--- src/sv/phs_pkg.sv ---
// Package: constants, memory layout and types of the packet header statistics block.
`timescale 1ns / 1ps
`default_nettype none
package phs_pkg;

    localparam int PORT_LIMIT        = 1024;
    localparam int SNAP_LENGTH       = 1518;
    localparam int LINK_HEADER_BYTES = 14;

    localparam int CNT_W  = 32;
    localparam int BIN_W  = 11;
    localparam int LEN_W  = 18;
    localparam int OCT_N  = 256;
    localparam int PROTO_N = 4;

    // Counter memory layout: every histogram is a window of one memory
    localparam int SRC_OCT_BASE = 0;
    localparam int DST_OCT_BASE = SRC_OCT_BASE + OCT_N;
    localparam int FLAG_BASE    = DST_OCT_BASE + OCT_N;
    localparam int PROTO_BASE   = FLAG_BASE + OCT_N;
    localparam int SPORT_BASE   = PROTO_BASE + PROTO_N;
    localparam int DPORT_BASE   = SPORT_BASE + PORT_LIMIT;
    localparam int LEN_BASE     = DPORT_BASE + PORT_LIMIT;
    localparam int MEM_DEPTH    = LEN_BASE + SNAP_LENGTH;
    localparam int ADDR_W       = $clog2(MEM_DEPTH);

    localparam logic [7:0] PROTO_NUM_TCP  = 8'd6;
    localparam logic [7:0] PROTO_NUM_UDP  = 8'd17;
    localparam logic [7:0] PROTO_NUM_ICMP = 8'd1;
    localparam logic [7:0] PROTO_NUM_IP   = 8'd0;

    localparam logic [1:0] PROTO_SLOT_TCP  = 2'd0;
    localparam logic [1:0] PROTO_SLOT_UDP  = 2'd1;
    localparam logic [1:0] PROTO_SLOT_ICMP = 2'd2;
    localparam logic [1:0] PROTO_SLOT_IP   = 2'd3;

    localparam logic [3:0] MIN_HDR_WORDS = 4'd5;
    localparam logic       OP_COUNT = 1'b0;

    // Counter updates a packet can cause, one bit each
    localparam int JOB_SRC_OCT = 0;
    localparam int JOB_DST_OCT = 1;
    localparam int JOB_PROTO   = 2;
    localparam int JOB_FLAGS   = 3;
    localparam int JOB_SPORT   = 4;
    localparam int JOB_DPORT   = 5;
    localparam int JOB_LENGTH  = 6;
    localparam int JOB_N       = 7;

    typedef enum logic [2:0] {
        ST_COUNTED   = 3'd0,
        ST_BAD_IP    = 3'd1,
        ST_BAD_TCP   = 3'd2,
        ST_OVERSIZED = 3'd3,
        ST_NEGATIVE  = 3'd4,
        ST_READ      = 3'd5
    } phs_status_t;

    typedef enum logic [2:0] {
        TBL_SRC_OCT = 3'd0,
        TBL_DST_OCT = 3'd1,
        TBL_SPORT   = 3'd2,
        TBL_DPORT   = 3'd3,
        TBL_PROTO   = 3'd4,
        TBL_SIZE    = 3'd5,
        TBL_FLAGS   = 3'd6
    } phs_table_t;

    typedef enum logic [2:0] {
        S_CLEAR,
        S_IDLE,
        S_READ,
        S_UPDATE,
        S_DONE
    } phs_state_t;

    typedef struct packed {
        logic                          is_read;
        logic                          read_ok;
        logic [ADDR_W-1:0]             read_addr;
        logic [JOB_N-1:0]              job_mask;
        logic [JOB_N-1:0][ADDR_W-1:0]  job_addr;
        phs_status_t                   status;
        logic [BIN_W-1:0]              size_bin;
    } phs_plan_t;

endpackage
`default_nettype wire

--- src/sv/phs_decode.sv ---
// Header decode: classifies one transaction into counter updates, status and size bin.
`timescale 1ns / 1ps
`default_nettype none
module phs_decode
    import phs_pkg::*;
(
    input  logic        op,
    input  logic [3:0]  ip_header_words,
    input  logic [7:0]  ip_protocol,
    input  logic [7:0]  src_addr_octet,
    input  logic [7:0]  dst_addr_octet,
    input  logic [15:0] ip_total_length,
    input  logic [3:0]  tcp_offset_words,
    input  logic [7:0]  tcp_flag_bits,
    input  logic [15:0] source_port,
    input  logic [15:0] destination_port,
    input  logic [2:0]  read_table,
    input  logic [10:0] read_index,
    output phs_plan_t   plan
);

    logic [5:0]        ip_bytes;
    logic [5:0]        tcp_bytes;
    logic [6:0]        ip_tcp_bytes;
    logic [LEN_W-1:0]  hdr_bytes;
    logic [15:0]       payload;
    logic [LEN_W-1:0]  tcp_end;
    logic              negative;
    logic              sport_ok;
    logic              dport_ok;
    logic [LEN_W-1:0]  rd_idx;
    logic [BIN_W-1:0]  len_bin;

    assign ip_bytes     = {ip_header_words, 2'b00};
    assign tcp_bytes    = {tcp_offset_words, 2'b00};
    assign ip_tcp_bytes = {1'b0, ip_bytes} + {1'b0, tcp_bytes};
    assign hdr_bytes    = LEN_W'(LINK_HEADER_BYTES) + LEN_W'(ip_bytes);
    assign negative     = ip_total_length < {9'd0, ip_tcp_bytes};
    assign payload      = ip_total_length - {9'd0, ip_tcp_bytes};
    assign tcp_end      = LEN_W'(payload) + hdr_bytes;
    assign sport_ok     = LEN_W'(source_port) < LEN_W'(PORT_LIMIT);
    assign dport_ok     = LEN_W'(destination_port) < LEN_W'(PORT_LIMIT);
    assign rd_idx       = LEN_W'(read_index);

    always_comb
    begin
        plan          = '0;
        len_bin       = '0;
        plan.is_read  = (op != OP_COUNT);
        plan.status   = ST_COUNTED;

        plan.job_addr[JOB_SRC_OCT] = ADDR_W'(SRC_OCT_BASE) + ADDR_W'(src_addr_octet);
        plan.job_addr[JOB_DST_OCT] = ADDR_W'(DST_OCT_BASE) + ADDR_W'(dst_addr_octet);
        plan.job_addr[JOB_FLAGS]   = ADDR_W'(FLAG_BASE) + ADDR_W'(tcp_flag_bits);
        plan.job_addr[JOB_SPORT]   = ADDR_W'(SPORT_BASE) + ADDR_W'(source_port);
        plan.job_addr[JOB_DPORT]   = ADDR_W'(DPORT_BASE) + ADDR_W'(destination_port);

        case (ip_protocol)
            PROTO_NUM_TCP:  plan.job_addr[JOB_PROTO] = ADDR_W'(PROTO_BASE) + ADDR_W'(PROTO_SLOT_TCP);
            PROTO_NUM_UDP:  plan.job_addr[JOB_PROTO] = ADDR_W'(PROTO_BASE) + ADDR_W'(PROTO_SLOT_UDP);
            PROTO_NUM_ICMP: plan.job_addr[JOB_PROTO] = ADDR_W'(PROTO_BASE) + ADDR_W'(PROTO_SLOT_ICMP);
            default:        plan.job_addr[JOB_PROTO] = ADDR_W'(PROTO_BASE) + ADDR_W'(PROTO_SLOT_IP);
        endcase

        if (plan.is_read) begin
            plan.status = ST_READ;
            case (read_table)
                TBL_SRC_OCT:
                begin
                    plan.read_ok   = rd_idx < LEN_W'(OCT_N);
                    plan.read_addr = ADDR_W'(SRC_OCT_BASE) + ADDR_W'(read_index);
                end
                TBL_DST_OCT:
                begin
                    plan.read_ok   = rd_idx < LEN_W'(OCT_N);
                    plan.read_addr = ADDR_W'(DST_OCT_BASE) + ADDR_W'(read_index);
                end
                TBL_SPORT:
                begin
                    plan.read_ok   = rd_idx < LEN_W'(PORT_LIMIT);
                    plan.read_addr = ADDR_W'(SPORT_BASE) + ADDR_W'(read_index);
                end
                TBL_DPORT:
                begin
                    plan.read_ok   = rd_idx < LEN_W'(PORT_LIMIT);
                    plan.read_addr = ADDR_W'(DPORT_BASE) + ADDR_W'(read_index);
                end
                TBL_PROTO:
                begin
                    plan.read_ok   = rd_idx < LEN_W'(PROTO_N);
                    plan.read_addr = ADDR_W'(PROTO_BASE) + ADDR_W'(read_index);
                end
                TBL_SIZE:
                begin
                    plan.read_ok   = rd_idx < LEN_W'(SNAP_LENGTH);
                    plan.read_addr = ADDR_W'(LEN_BASE) + ADDR_W'(read_index);
                end
                TBL_FLAGS:
                begin
                    plan.read_ok   = rd_idx < LEN_W'(OCT_N);
                    plan.read_addr = ADDR_W'(FLAG_BASE) + ADDR_W'(read_index);
                end
                default:
                begin
                    plan.read_ok   = 1'b0;
                    plan.read_addr = '0;
                end
            endcase
        end else if (ip_header_words < MIN_HDR_WORDS) begin
            plan.status = ST_BAD_IP;
        end else begin
            plan.job_mask[JOB_SRC_OCT] = 1'b1;
            plan.job_mask[JOB_DST_OCT] = 1'b1;
            if (ip_protocol != PROTO_NUM_TCP) begin
                // Unclassified protocols still count addresses and header size
                plan.job_mask[JOB_PROTO] = (ip_protocol == PROTO_NUM_UDP)
                                         || (ip_protocol == PROTO_NUM_ICMP)
                                         || (ip_protocol == PROTO_NUM_IP);
                if (hdr_bytes < LEN_W'(SNAP_LENGTH)) begin
                    plan.job_mask[JOB_LENGTH] = 1'b1;
                    len_bin = BIN_W'(hdr_bytes);
                end else begin
                    plan.status = ST_OVERSIZED;
                end
            end else begin
                plan.job_mask[JOB_PROTO] = 1'b1;
                if (tcp_offset_words < MIN_HDR_WORDS) begin
                    plan.status = ST_BAD_TCP;
                end else begin
                    plan.job_mask[JOB_FLAGS] = 1'b1;
                    plan.job_mask[JOB_SPORT] = sport_ok;
                    plan.job_mask[JOB_DPORT] = dport_ok;
                    if (negative) begin
                        plan.status = ST_NEGATIVE;
                    end else if (tcp_end < LEN_W'(SNAP_LENGTH)) begin
                        plan.job_mask[JOB_LENGTH] = 1'b1;
                        len_bin = BIN_W'(payload);
                    end else begin
                        plan.status = ST_OVERSIZED;
                    end
                end
            end
        end

        plan.size_bin            = len_bin;
        plan.job_addr[JOB_LENGTH] = ADDR_W'(LEN_BASE) + ADDR_W'(len_bin);
    end

endmodule
`default_nettype wire

--- config.mk ---
export PLATFORM = sky130hd
export DESIGN_NAME = phs_decode
export DESIGN_NICKNAME = d
export VERILOG_FILES = /design/src/sv/phs_pkg.sv /design/src/sv/phs_decode.sv
export SDC_FILE = /design/constraint.sdc
export NUM_CORES = 1
export LEC_CHECK = 0
export BUFFER_PORTS_ARGS = -buffer_cell sky130_fd_sc_hd__buf_2
export CORE_AREA = 2 2 89 91
export DETAILED_ROUTE_END_ITERATION = 8
export DIE_AREA = 0 0 91 93
export GPL_TIMING_DRIVEN = 0
export PLACE_DENSITY = 0.86
export SYNTH_ARGS = -nofsm -noshare
export SYNTH_HDL_FRONTEND = slang
export SYNTH_SLANG_ARGS = --single-unit
--- constraint.sdc ---
create_clock -name vclk -period 8.7
set_clock_uncertainty 0.05 [all_clocks]
set_input_delay 1.74 -clock vclk [all_inputs]
set_output_delay 1.74 -clock vclk [all_outputs]
set_load 0.02 [all_outputs]
# Word-level counts from Yosys, hierarchy flattened
# Index checks and enable logic that the tools add are counted.
dict set report op_classes {
  add_sub_neg 15
  magnitude_cmp 11
  n_eq_ne 10
  mux 26
  n_reduce_logical 4
}
# op n
set op_table {}
lappend op_table {{case mux 14 bit (7 select lines)} 1}
lappend op_table {{two-way mux 11 bit} 6}
lappend op_table {{adder 10 x 11 -> 12 bit (first input constant)} 3}
lappend op_table {{less-than comparator 16 x 11 -> 1 bit (second input constant)} 2}
lappend op_table {{adder 12 x 11 -> 13 bit (first input constant)} 2}
lappend op_table {{less-than comparator 11 bit (second input constant)} 2}
lappend op_table {{two-way mux 7 bit} 3}
lappend op_table {{two-way mux 3 bit} 6}
lappend op_table {{adder 16 x 7 -> 17 bit} 1}
lappend op_table {{less-than comparator 17 x 11 -> 1 bit (second input constant)} 1}
lappend op_table {{less-than comparator 16 x 7 -> 1 bit} 1}
lappend op_table {{subtractor 16 x 7 -> 16 bit} 1}
lappend op_table {{two-way mux 14 bit} 1}
lappend op_table {{adder 10 x 13 -> 13 bit (first input constant)} 1}
lappend op_table {{adder 11 x 13 -> 13 bit (first input constant)} 1}
lappend op_table {{adder 11 x 11 -> 12 bit (first input constant)} 1}
lappend op_table {{adder 9 x 11 -> 12 bit (first input constant)} 1}
lappend op_table {{adder 10 x 8 -> 11 bit (first input constant)} 1}
lappend op_table {{less-than comparator 11 x 3 -> 1 bit (second input constant)} 1}
lappend op_table {{less-than comparator 11 x 9 -> 1 bit (second input constant)} 1}
lappend op_table {{less-than comparator 7 x 11 -> 1 bit (second input constant)} 1}
lappend op_table {{adder 9 x 8 -> 10 bit (first input constant)} 1}
lappend op_table {{equality test 3 bit (second input constant)} 3}
lappend op_table {{equality test 8 x 1 -> 1 bit (second input constant)} 1}
lappend op_table {{15 further kinds} 23}
dict set report word_totals {
  ff_bits 0
  inputBits 103
  out_inout_bits 127
  wordCells 66
}

# Longest topological paths before layout
# Gate-level depths: netlist (run 1).
dict set report depth {
  ltp_word 11
  depth_mapped 22
  ltp_nobuf 22
}

# Worst setup path after synthesis (run 1)
# OpenSTA, ideal clock, no wires.
dict set report synth_timing {
  path_type {in2out}
  startpoint {input ip_header_words[0]}
  endpoint {output plan[104] (netlist bit)}
  arrival_time_ps 6194
  t_required_ps 6910
  path_slack_ps 716
  path_stages 20
  path_cell_list {ha_1 fa_1 inv_1 ha_1 nor2b_1 o21a_1 nor2_1 xnor2_1 ha_1 or3_1 o211a_1 nor3_1 a211oi_1 o32ai_1 nand2_1 inv_1 ha_1 nand4_1 nor2b_1 nor3_1}
}
# item line_no
set synth_rtl {}
lappend synth_rtl {{start, declared} phs_decode.sv:8} ;# input logic [3:0] ip_header_words,
lappend synth_rtl {{end, declared} phs_decode.sv:19} ;# output phs_plan_t plan

==> out/results.tsv, run 1 <==
stage	metric	value	unit
timing	hold_viol_final	0	
worst_setup_path	crit_path_end_kind	primary output	
final_layout	multi_input_area	2400	um2
power_and_ir_drop	p_per_area	75.9	nW/um2
timing	worst_slew_pin_slew	0.621	ns
worst_setup_path	worstPathCellList	buf_2 > ha_1 > fa_1 > xnor2_1 > ha_1 > and2b_1 > o31a_2 > a21oi_1 > ha_1 > nor3_1 > o21ai_0 > o211a_1 > o21ai_0 > a211oi_1 > nor2_2 > a32oi_1 > nor2_1 > ha_1 > nand4_1 > nor2b_1 > xnor2_1 > nor2_1 > buf_2	
routing	wl	10200	um
worst_setup_path	arrival	6.45	ns
routing	antenna_left	0	
flow_run	max_cap_viol_count	0	
routing	viasPerCell	5.19	
final_layout	fin_util	0.529	
final_layout	nClkBuffers	0	
worst_setup_path	max_stage_delay	0.44	ns
timing	max_freq	0.121	GHz
floorplanning	die_h	93	um
worst_setup_path	path_buf_inv	2	
routing	vias	3765	
worst_hold_path	min_from	dst_addr_octet[0]	
routing	firstDrtPassIters	4	
global_route	grt_pass1_vias	3580	
floorplanning	io_pins	230	
final_layout	ff_latch_area	0	um2
worst_hold_path	hold_path_class	in -> out	
global_route	antenna_found_initial	0	
floorplanning	core_area	7530	um2
place	gp_routability_congestion	0.934	
worst_setup_path	cpMaxStageDelayCell	a211oi_1	
power_and_ir_drop	power_leakage	2.17	nW
worst_setup_path	startpoint_type	input port	
routing	drt_iter0_drc	127	
yosys	synth_seq_area_share	0	
floorplanning	rows	32	
timing	setup_violations	0	
floorplanning	die-area	8460	um2
yosys	syn-instance-count	424	
timing	hold_ws	3.65	ns
floorplanning	dieWidth	91	um
timing	max_slew_margin	0.581	
final_layout	nNetsFinal	757	
timing	timing.final.crit_share	0.948	
yosys	synth_warnings	0	
timing	slew_violations	0	
worst_setup_path	crit_top_cell	ha_1	
global_route	grt_max_degree	11	
place	detailed_place_hpwl	8860	um
floorplanning	initial_utilization	0.381	
routing	wl_per_cell	14.1	um
routing	drc	0	
worst_setup_path	cp.required	6.91	ns
final_layout	num-fill-cells	773	
yosys	synth_area	2870	um2
place	port_buffers	174	
global_route	grt_overflow	0	
place	dp_worst_setup_slack	0.250	ns
final_layout	drive_above_1_share	0.407	
timing	rsz0062_at_grt	no	
global_route	track_usage	0.222	
global_route	grt_pass1_wl	15900	um
yosys	ys_types	68	
timing	fin_ws	0.456	ns
timing	tns	0	ns
final_layout	mostFrequentLayoutCells	175 x buf_2, 60 x buf_4, 40 x nor2_1, 29 x nand2_1, 26 x conb_1	
final_layout	syn2layout_area_growth	38.9	%
worst_setup_path	cp_max_fo	7	
power_and_ir_drop	power	0.302	mW
final_layout	final_common_cell	buf_2	
worst_setup_path	cp.depth	23	
timing	finalCriticalPeriod	8.24	ns
power_and_ir_drop	ir_drop	0.0514	mV
final_layout	diodes	0	
yosys	syn_avg_cell_area	6.76	um2
final_layout	design_area	3980	um2
worst_setup_path	critical_path_class	in -> out	
place	dp.cells	724	
final_layout	stdcell_count	726	
place	placed_area	3950	um2
worst_hold_path	whs_path_depth	2	
final_layout	seq_cells	0	
outcome	status	completed	
worst_setup_path	crit_family	compound AO/OA/AOI/OAI gates	
worst_setup_path	crit_start	ip_header_words[0]	
[report_power, final]
group	switching, mW	internal, mW	leakage (nW)	total (mW)
Clock	0	0	0	0
Sequential	0	0	0	0
Combinational	0.180	0.123	2.17	0.302
[logic make-up (layout without fill, tap and decap cells)]
family          Yosys count  in the layout  synth area share
buf+inv                  90            266             0.197
fa+ha+maj                29             29             0.134
compound gates           97             97             0.236
mux                       3              3            0.0122
other cells               2             26           0.00262
xor+xnor                 37             37             0.113
simple gates            166            166             0.306
[synth_stat cells, drive strengths merged (3+ instances only)]
cell type / number / area, um2
xor2: 18 / 158
nor2: 41 / 154
nand2b: 5 / 31.3
o21a: 3 / 22.5
and3: 11 / 70.1
o211a: 4 / 40.0
clkbuf: 7 / 26.3
nor4: 6 / 52.6
nor3: 12 / 60.1
fa: 3 / 60.1
nand2: 29 / 109
a211oi: 3 / 22.5
or4: 4 / 33.8
o31ai: 3 / 36.3
a21o: 6 / 45.0
nor2b: 6 / 37.5
buf: 61 / 455
a31oi: 4 / 25.0
o21ai: 21 / 116
xnor2: 19 / 166
o211ai: 5 / 37.5
ha: 25 / 313
nand4: 3 / 18.8
inv: 21 / 78.8
or2: 4 / 25.0
and2: 6 / 37.5
nand3: 27 / 150
a21oi: 24 / 120
or3: 4 / 25.0
[per-layer routing]
| metal | vias up | part of all wire | global-route usage |
|---|---|---|---|
| li1 | 1842 | - | - |
| met1 | 1702 | 0.37 | 0.246 |
| met2 | 201 | 0.53 | 0.451 |
| met3 | 20 | 0.080 | 0.0242 |
| met4 | 0 | 0.018 | 0.0417 |
| met5 | - | 0 | 0 |
[path summary, 6_finish.rpt]
kind	endpoint	slack, ns
worst max-delay path	plan[102]	0.46
worst min-delay path	plan[27]	3.65
[repair_timing]
action / CTS / global route
hold endpoints to repair: 0 / 0
hold buffers: 0 / 0
gates resized for setup: 0 / 2
buffers inserted: 0 / 2
endpoints found under the setup margin: 0 / 3
[layout make-up]
| cell class | instances | share of cell area |
|---|---|---|
| Buffer | 68 | 0.121 |
| Inverter | 22 | 0.0208 |
| Multi-Input combinational cell | 358 | 0.603 |
| Tap cell | 102 | 0.0321 |
| Timing Repair Buffer | 176 | 0.223 |
Note: power is estimated with default switching activity, not from simulation.
==> run 2, diff against run 1 <==
--- a/config.mk
+++ b/config.mk
@@ -5,7 +5,7 @@
 export SDC_FILE = /design/constraint.sdc
 export NUM_CORES = 1
 export LEC_CHECK = 0
-export BUFFER_PORTS_ARGS = -buffer_cell sky130_fd_sc_hd__buf_2
+export BUFFER_PORTS_ARGS = -buffer_cell sky130_fd_sc_hd__buf_4
 export CORE_AREA = 2 2 89 91
 export DETAILED_ROUTE_END_ITERATION = 8
 export DIE_AREA = 0 0 91 93
==> run 2 against run 1 <==
  * Die area stayed put
  * Final area increased by 11%
  * Clock-buffer cell count unchanged
  * Setup slack got worse by 0.15 ns
  * Largest cell class unchanged
  * Via count rose by 0.96%
  * Total power rose by 8.6%
  * Hold slack worse by 0.020 ns
  * Critical path depth unchanged
  * Utilization grew 5.6 points
  * First-iteration DRC count rose by 38%
  * Critical path type unchanged
  * Final cell count shrank 0.28%
  * Flip-flop and latch count is the same
==> out/results.tsv, run 2 (synthesis results as in run 1) <==
stage	metric	value	unit	change
worst_setup_path	critical_path_class	in -> out		unchanged
clock_network	cts_setup_buffers	0		unchanged
worst_hold_path	hold_path_class	in -> out		unchanged
floorplanning	die_h	93	um	unchanged
final_layout	syn2layout_area_growth	53.5	%	was 38.9%
floorplanning	dieWidth	91	um	unchanged
floorplanning	die-area	8460	um2	unchanged
floorplanning	initial_utilization	0.381		unchanged
final_layout	num-fill-cells	688		was 773
power_and_ir_drop	power_leakage	2.29	nW	was 2.17 nW
timing	hold_viol_final	0		unchanged
routing	antenna_left	0		unchanged
worst_setup_path	cp_max_fo	9		was 7
final_layout	seq_cells	0		unchanged
worst_setup_path	startpoint_type	input port		unchanged
place	port_buffers	174		unchanged
global_route	grt_max_degree	11		unchanged
power_and_ir_drop	p_per_area	74.6	nW/um2	was 75.9 nW/um2
place	gp_routability_congestion	1.04		was 0.934
final_layout	nClkBuffers	0		unchanged
routing	drt_iter0_drc	175		was 127
worst_setup_path	arrival	6.61	ns	was 6.45 ns
routing	wl	10300	um	was 10200 um
floorplanning	rows	32		unchanged
final_layout	nNetsFinal	755		was 757
timing	max_freq	0.119	GHz	was 0.121 GHz
worst_hold_path	min_from	tcp_flag_bits[0]		was dst_addr_octet[0]
timing	finalCriticalPeriod	8.40	ns	was 8.24 ns
global_route	antenna_found_initial	0		unchanged
routing	firstDrtPassIters	8		was 4
worst_setup_path	path_buf_inv	3		was 2
final_layout	ff_latch_area	0	um2	unchanged
worst_setup_path	max_stage_delay	0.53	ns	was 0.44 ns
worst_setup_path	crit_path_end_kind	primary output		unchanged
worst_setup_path	cp.required	6.91	ns	about the same
worst_setup_path	crit_family	simple AND/OR/NAND/NOR gates		was compound AO/OA/AOI/OAI gates
final_layout	diodes	0		unchanged
timing	tns	0	ns	unchanged
power_and_ir_drop	power	0.328	mW	was 0.302 mW
final_layout	final_common_cell	buf_4		was buf_2
timing	slew_violations	0		unchanged
timing	hold_ws	3.63	ns	was 3.65 ns
timing	max_slew_margin	0.608		was 0.581
final_layout	mostFrequentLayoutCells	232 x buf_4, 40 x nor2_1, 29 x nand2_1, 26 x conb_1, 25 x ha_1		was 175 x buf_2, 60 x buf_4, 40 x nor2_1, 29 x nand2_1, 26 x conb_1
timing	rsz0062_at_grt	no		unchanged
final_layout	multi_input_area	2400	um2	unchanged
worst_setup_path	crit_top_cell	ha_1		unchanged
flow_run	max_cap_viol_count	0		unchanged
routing	wl_per_cell	14.3	um	was 14.1 um
power_and_ir_drop	ir_drop	0.0531	mV	was 0.0514 mV
timing	worst_slew_pin_slew	0.582	ns	was 0.621 ns
final_layout	design_area	4400	um2	was 3980 um2
place	placed_area	4390	um2	was 3950 um2
routing	viasPerCell	5.25		was 5.19
final_layout	fin_util	0.584		was 0.529
floorplanning	io_pins	230		unchanged
global_route	grt_pass1_vias	3590		was 3580
worst_setup_path	crit_start	ip_header_words[0]		unchanged
worst_setup_path	cpMaxStageDelayCell	fa_1		was a211oi_1
worst_setup_path	worstPathCellList	buf_4 > ha_1 > fa_1 > inv_1 > ha_1 > nor2b_1 > o21a_1 > nor2_1 > xnor2_1 > ha_1 > or3_1 > o211a_1 > nor3_1 > a211oi_1 > nor2_2 > a32oi_1 > nor2_1 > ha_1 > nand4_1 > nor2b_1 > xnor2_1 > nor2_1 > buf_4		was buf_2 > ha_1 > fa_1 > xnor2_1 > ha_1 > and2b_1 > o31a_2 > a21oi_1 > ha_1 > nor3_1 > o21ai_0 > o211a_1 > o21ai_0 > a211oi_1 > nor2_2 > a32oi_1 > nor2_1 > ha_1 > nand4_1 > nor2b_1 > xnor2_1 > nor2_1 > buf_2
global_route	grt_pass1_wl	16000	um	was 15900 um
routing	drc	0		unchanged
global_route	grt_overflow	0		unchanged
timing	timing.final.crit_share	0.965		was 0.948
outcome	status	completed		unchanged
place	detailed_place_hpwl	9050	um	was 8860 um
global_route	track_usage	0.221		was 0.222
floorplanning	core_area	7530	um2	unchanged
final_layout	drive_above_1_share	0.405		was 0.407
routing	vias	3801		was 3765
timing	setup_violations	0		unchanged
[run 2: power by group]
part           switching (mW)  internal, mW  leakage [nW]
Combinational           0.182         0.146          2.29
Sequential                  0             0             0
Clock                       0             0             0
[run 2: stage by stage]
stage               setup slack, ns  cells
floorplan                     0.716    448
global placement              0.404    724
detailed placement            0.275    724
CTS                           0.251    724
global route                 0.0409    724
finish                        0.303    724
[run 2: area by class of cell]
type / count / share of cell area
buffer: 68 / 0.109
inverter: 22 / 0.0188
multi-input combinational: 358 / 0.546
tap: 102 / 0.0290
timing repair buffer: 174 / 0.297
[run 2: final timing paths]
check	to	slack, ns	depth (start not counted)
worst max-delay path	plan[102]	0.30	23
worst min-delay path	plan[53]	3.63	2
[run 2: what timing repair did]
| item | 4_1_cts | 5_1_grt |
|---|---|---|
| hold buffers | 0 | 0 |
| setup endpoints to repair | 0 | 3 |
| gates resized for setup | 0 | 2 |
[run 2: metal layers]
| metal | wire [um] | vias up | global-route usage |
|---|---|---|---|
| met2 | 5440 | 233 | 0.447 |
| met4 | 217 | 0 | 0.0492 |
| li1 | - | 1840 | - |
| met3 | 1150 | 28 | 0.0459 |
| met1 | 3510 | 1700 | 0.231 |
| met5 | 0 | - | 0 |
==> run 3, diff against run 2 <==
--- a/config.mk
+++ b/config.mk
@@ -6,11 +6,13 @@
 export NUM_CORES = 1
 export LEC_CHECK = 0
 export BUFFER_PORTS_ARGS = -buffer_cell sky130_fd_sc_hd__buf_4
-export CORE_AREA = 2 2 89 91
+export CELL_PAD_IN_SITES_DETAIL_PLACEMENT = 0
+export CELL_PAD_IN_SITES_GLOBAL_PLACEMENT = 1
+export CORE_AREA = 2 2 121 99
 export DETAILED_ROUTE_END_ITERATION = 8
-export DIE_AREA = 0 0 91 93
+export DIE_AREA = 0 0 123 101
 export GPL_TIMING_DRIVEN = 0
-export PLACE_DENSITY = 0.86
+export PLACE_DENSITY = 0.89
 export SYNTH_ARGS = -nofsm -noshare
 export SYNTH_HDL_FRONTEND = slang
 export SYNTH_SLANG_ARGS = --single-unit
==> constraint.sdc (replaced) <==
create_clock -name vclk -period 8.7
set_clock_uncertainty 0.05 [all_clocks]
set_input_delay 0.435 -clock vclk [all_inputs]
set_output_delay 0.435 -clock vclk [all_outputs]
set_load 0.02 [all_outputs]
==> run 3 against run 2 <==
  * Global-route usage fell by 6.9 points
  * First-iteration DRC count up 55%
  * Maximum frequency is 45% higher
  * Clock-buffer cell count unchanged
  * Highest routed layer unchanged
  * Flip-flop and latch count stayed put
  * Hold slack worse by 2.6 ns
  * Total power down 0.86%
  * Utilization fell by 19 points
  * Final area grew 1.1%
  * Combinational power barely moved
  * Critical endpoint unchanged
==> out/results.tsv, run 3 (synthesis results as in run 1) <==
stage	metric	value	unit	change
outcome	status	completed		unchanged
global_route	grt_pass1_vias	3266		was 3590
power_and_ir_drop	power_leakage	2.29	nW	about the same
clock_network	cts_setup_buffers	0		unchanged
timing	max_freq	0.173	GHz	was 0.119 GHz
worst_setup_path	critical_path_class	in -> out		unchanged
global_route	grt_overflow	0		unchanged
worst_setup_path	crit_top_cell	ha_1		unchanged
worst_setup_path	cpMaxStageDelayCell	nor2_1		was fa_1
floorplanning	rows	35		was 32
power_and_ir_drop	power.switching	0.180	mW	was 0.182 mW
floorplanning	die-area	12400	um2	was 8460 um2
place	placed_area	4450	um2	was 4390 um2
timing	worst_slew_pin_slew	0.627	ns	was 0.582 ns
final_layout	nClkBuffers	0		unchanged
final_layout	diodes	0		unchanged
worst_setup_path	startpoint_type	input port		unchanged
floorplanning	io_pins	230		unchanged
power_and_ir_drop	comb_power_share	1.000		about the same
routing	firstDrtPassIters	4		was 8
timing	setup_violations	0		unchanged
routing	wl_per_cell	13.2	um	was 14.3 um
timing	timing.final.crit_share	0.664		was 0.965
flow_run	max_cap_viol_count	0		unchanged
place	gp_routability_congestion	0.867		was 1.04
worst_setup_path	crit_path_end_kind	primary output		unchanged
power_and_ir_drop	p_int	0.146	mW	about the same
routing	wl	10200	um	was 10300 um
timing	hold_viol_final	0		unchanged
power_and_ir_drop	power	0.325	mW	was 0.328 mW
floorplanning	core_area	11300	um2	was 7530 um2
place	port_buffers	174		unchanged
power_and_ir_drop	p_clk_frac	0		about the same
worst_setup_path	worstPathCellList	buf_4 > ha_1 > fa_1 > xnor2_1 > ha_1 > and2b_1 > o31a_2 > a21oi_1 > ha_1 > o211a_1 > nor3_1 > a211oi_1 > nor2_1 > a32oi_1 > nor2_1 > ha_1 > nand4_1 > nor2b_1 > xnor2_1 > nor2_1 > buf_4		was buf_4 > ha_1 > fa_1 > inv_1 > ha_1 > nor2b_1 > o21a_1 > nor2_1 > xnor2_1 > ha_1 > or3_1 > o211a_1 > nor3_1 > a211oi_1 > nor2_2 > a32oi_1 > nor2_1 > ha_1 > nand4_1 > nor2b_1 > xnor2_1 > nor2_1 > buf_4
floorplanning	initial_utilization	0.254		was 0.381
timing	finalCriticalPeriod	5.78	ns	was 8.40 ns
final_layout	nNetsFinal	755		unchanged
timing	rsz0062_at_grt	no		unchanged
clock_network	post_cts_resized	0		unchanged
global_route	grt_max_degree	11		unchanged
routing	drc	0		unchanged
power_and_ir_drop	ir_drop	0.0542	mV	was 0.0531 mV
place	detailed_place_hpwl	8860	um	was 9050 um
final_layout	final_common_cell	buf_4		unchanged
global_route	track_usage	0.151		was 0.221
power_and_ir_drop	p_per_area	73.1	nW/um2	was 74.6 nW/um2
final_layout	ff_latch_area	0	um2	unchanged
floorplanning	die_h	101	um	was 93 um
final_layout	drive_above_1_share	0.402		was 0.405
final_layout	mostFrequentLayoutCells	232 x buf_4, 41 x nor2_1, 29 x nand2_1, 26 x conb_1, 25 x ha_1		was 232 x buf_4, 40 x nor2_1, 29 x nand2_1, 26 x conb_1, 25 x ha_1
timing	max_slew_margin	0.581		was 0.608
floorplanning	dieWidth	123	um	was 91 um
final_layout	seq_cells	0		unchanged
routing	antenna_left	0		unchanged
worst_setup_path	arrival	5.29	ns	was 6.61 ns
worst_setup_path	cp_max_fo	9		unchanged
final_layout	design_area	4450	um2	was 4400 um2
worst_setup_path	max_stage_delay	0.49	ns	was 0.53 ns
worst_hold_path	hold_path_class	in -> out		unchanged
worst_setup_path	cp.required	8.22	ns	was 6.91 ns
routing	vias	3659		was 3801
power_and_ir_drop	swShare	0.552		was 0.556
routing	drt_iter0_drc	271		was 175
timing	slew_violations	0		unchanged
routing	viasPerCell	4.75		was 5.25
clock_network	ctsHoldBuffers	0		unchanged
final_layout	syn2layout_area_growth	55.2	%	was 53.5%
global_route	grt_pass1_wl	15900	um	was 16000 um
timing	tns	0	ns	unchanged
global_route	antenna_found_initial	0		unchanged
power_and_ir_drop	seq_power_share	0		about the same
[run 3: cell types whose count changed in the layout (fill, tap and decap cells not counted)]
| cell | change |
|---|---|
| nor2_1 | +1 |
| o32ai_1 | +1 |
| o32ai_2 | -1 |
| nor2_2 | -1 |
[run 3: routing by layer]
metal | GRT usage | wire [um]
met1 | 0.215 | 4530
met2 | 0.260 | 4850
met3 | 0.00566 | 657
met4 | 0.0184 | 123
met5 | 0 | 0
[run 3: worst paths after layout]
path                           start        end  depth (start not counted)
setup / recovery  ip_header_words[0]  plan[102]                         21
hold / removal     src_addr_octet[3]   plan[17]                          2
[run 3: critical path: cells and delay by family]
kind | cells | cell delay [ns]
fa+ha+maj | 5 | 1.51
xor+xnor | 2 | 0.31
compound gates | 5 | 1.18
simple gates | 7 | 1.56
buf+inv | 2 | 0.28
[run 3: final cells by class]
class | instances | area, um2
repair buffers | 174 | 1310
fillers | 1222 | 6850
plain buffers | 68 | 482
well taps | 148 | 185
inverters | 22 | 82.6
multi-input cells | 358 | 2390
[run 3: power by group through the flow]
| stage | Clock, mW | Sequential [mW] | Combinational (mW) |
|---|---|---|---|
| floorplan | 0 | 0 | 0.212 |
| global placement | 0 | 0 | 0.316 |
| detailed placement | 0 | 0 | 0.323 |
| CTS | 0 | 0 | 0.324 |
| global route | 0 | 0 | 0.358 |
| finish | 0 | 0 | 0.325 |
[run 3: stage by stage]
step           utilization  std cells  hold slack, ns  setup WS [ns]
2_1_floorplan            -        448           0.897           3.33
3_3_place_gp         0.394        770            1.02           3.02
3_5_place_dp         0.394        770            1.02           2.97
4_1_cts              0.394        770            1.02           2.94
5_1_grt              0.394        770            1.02           2.44
6_report             0.394        770            1.02           2.92
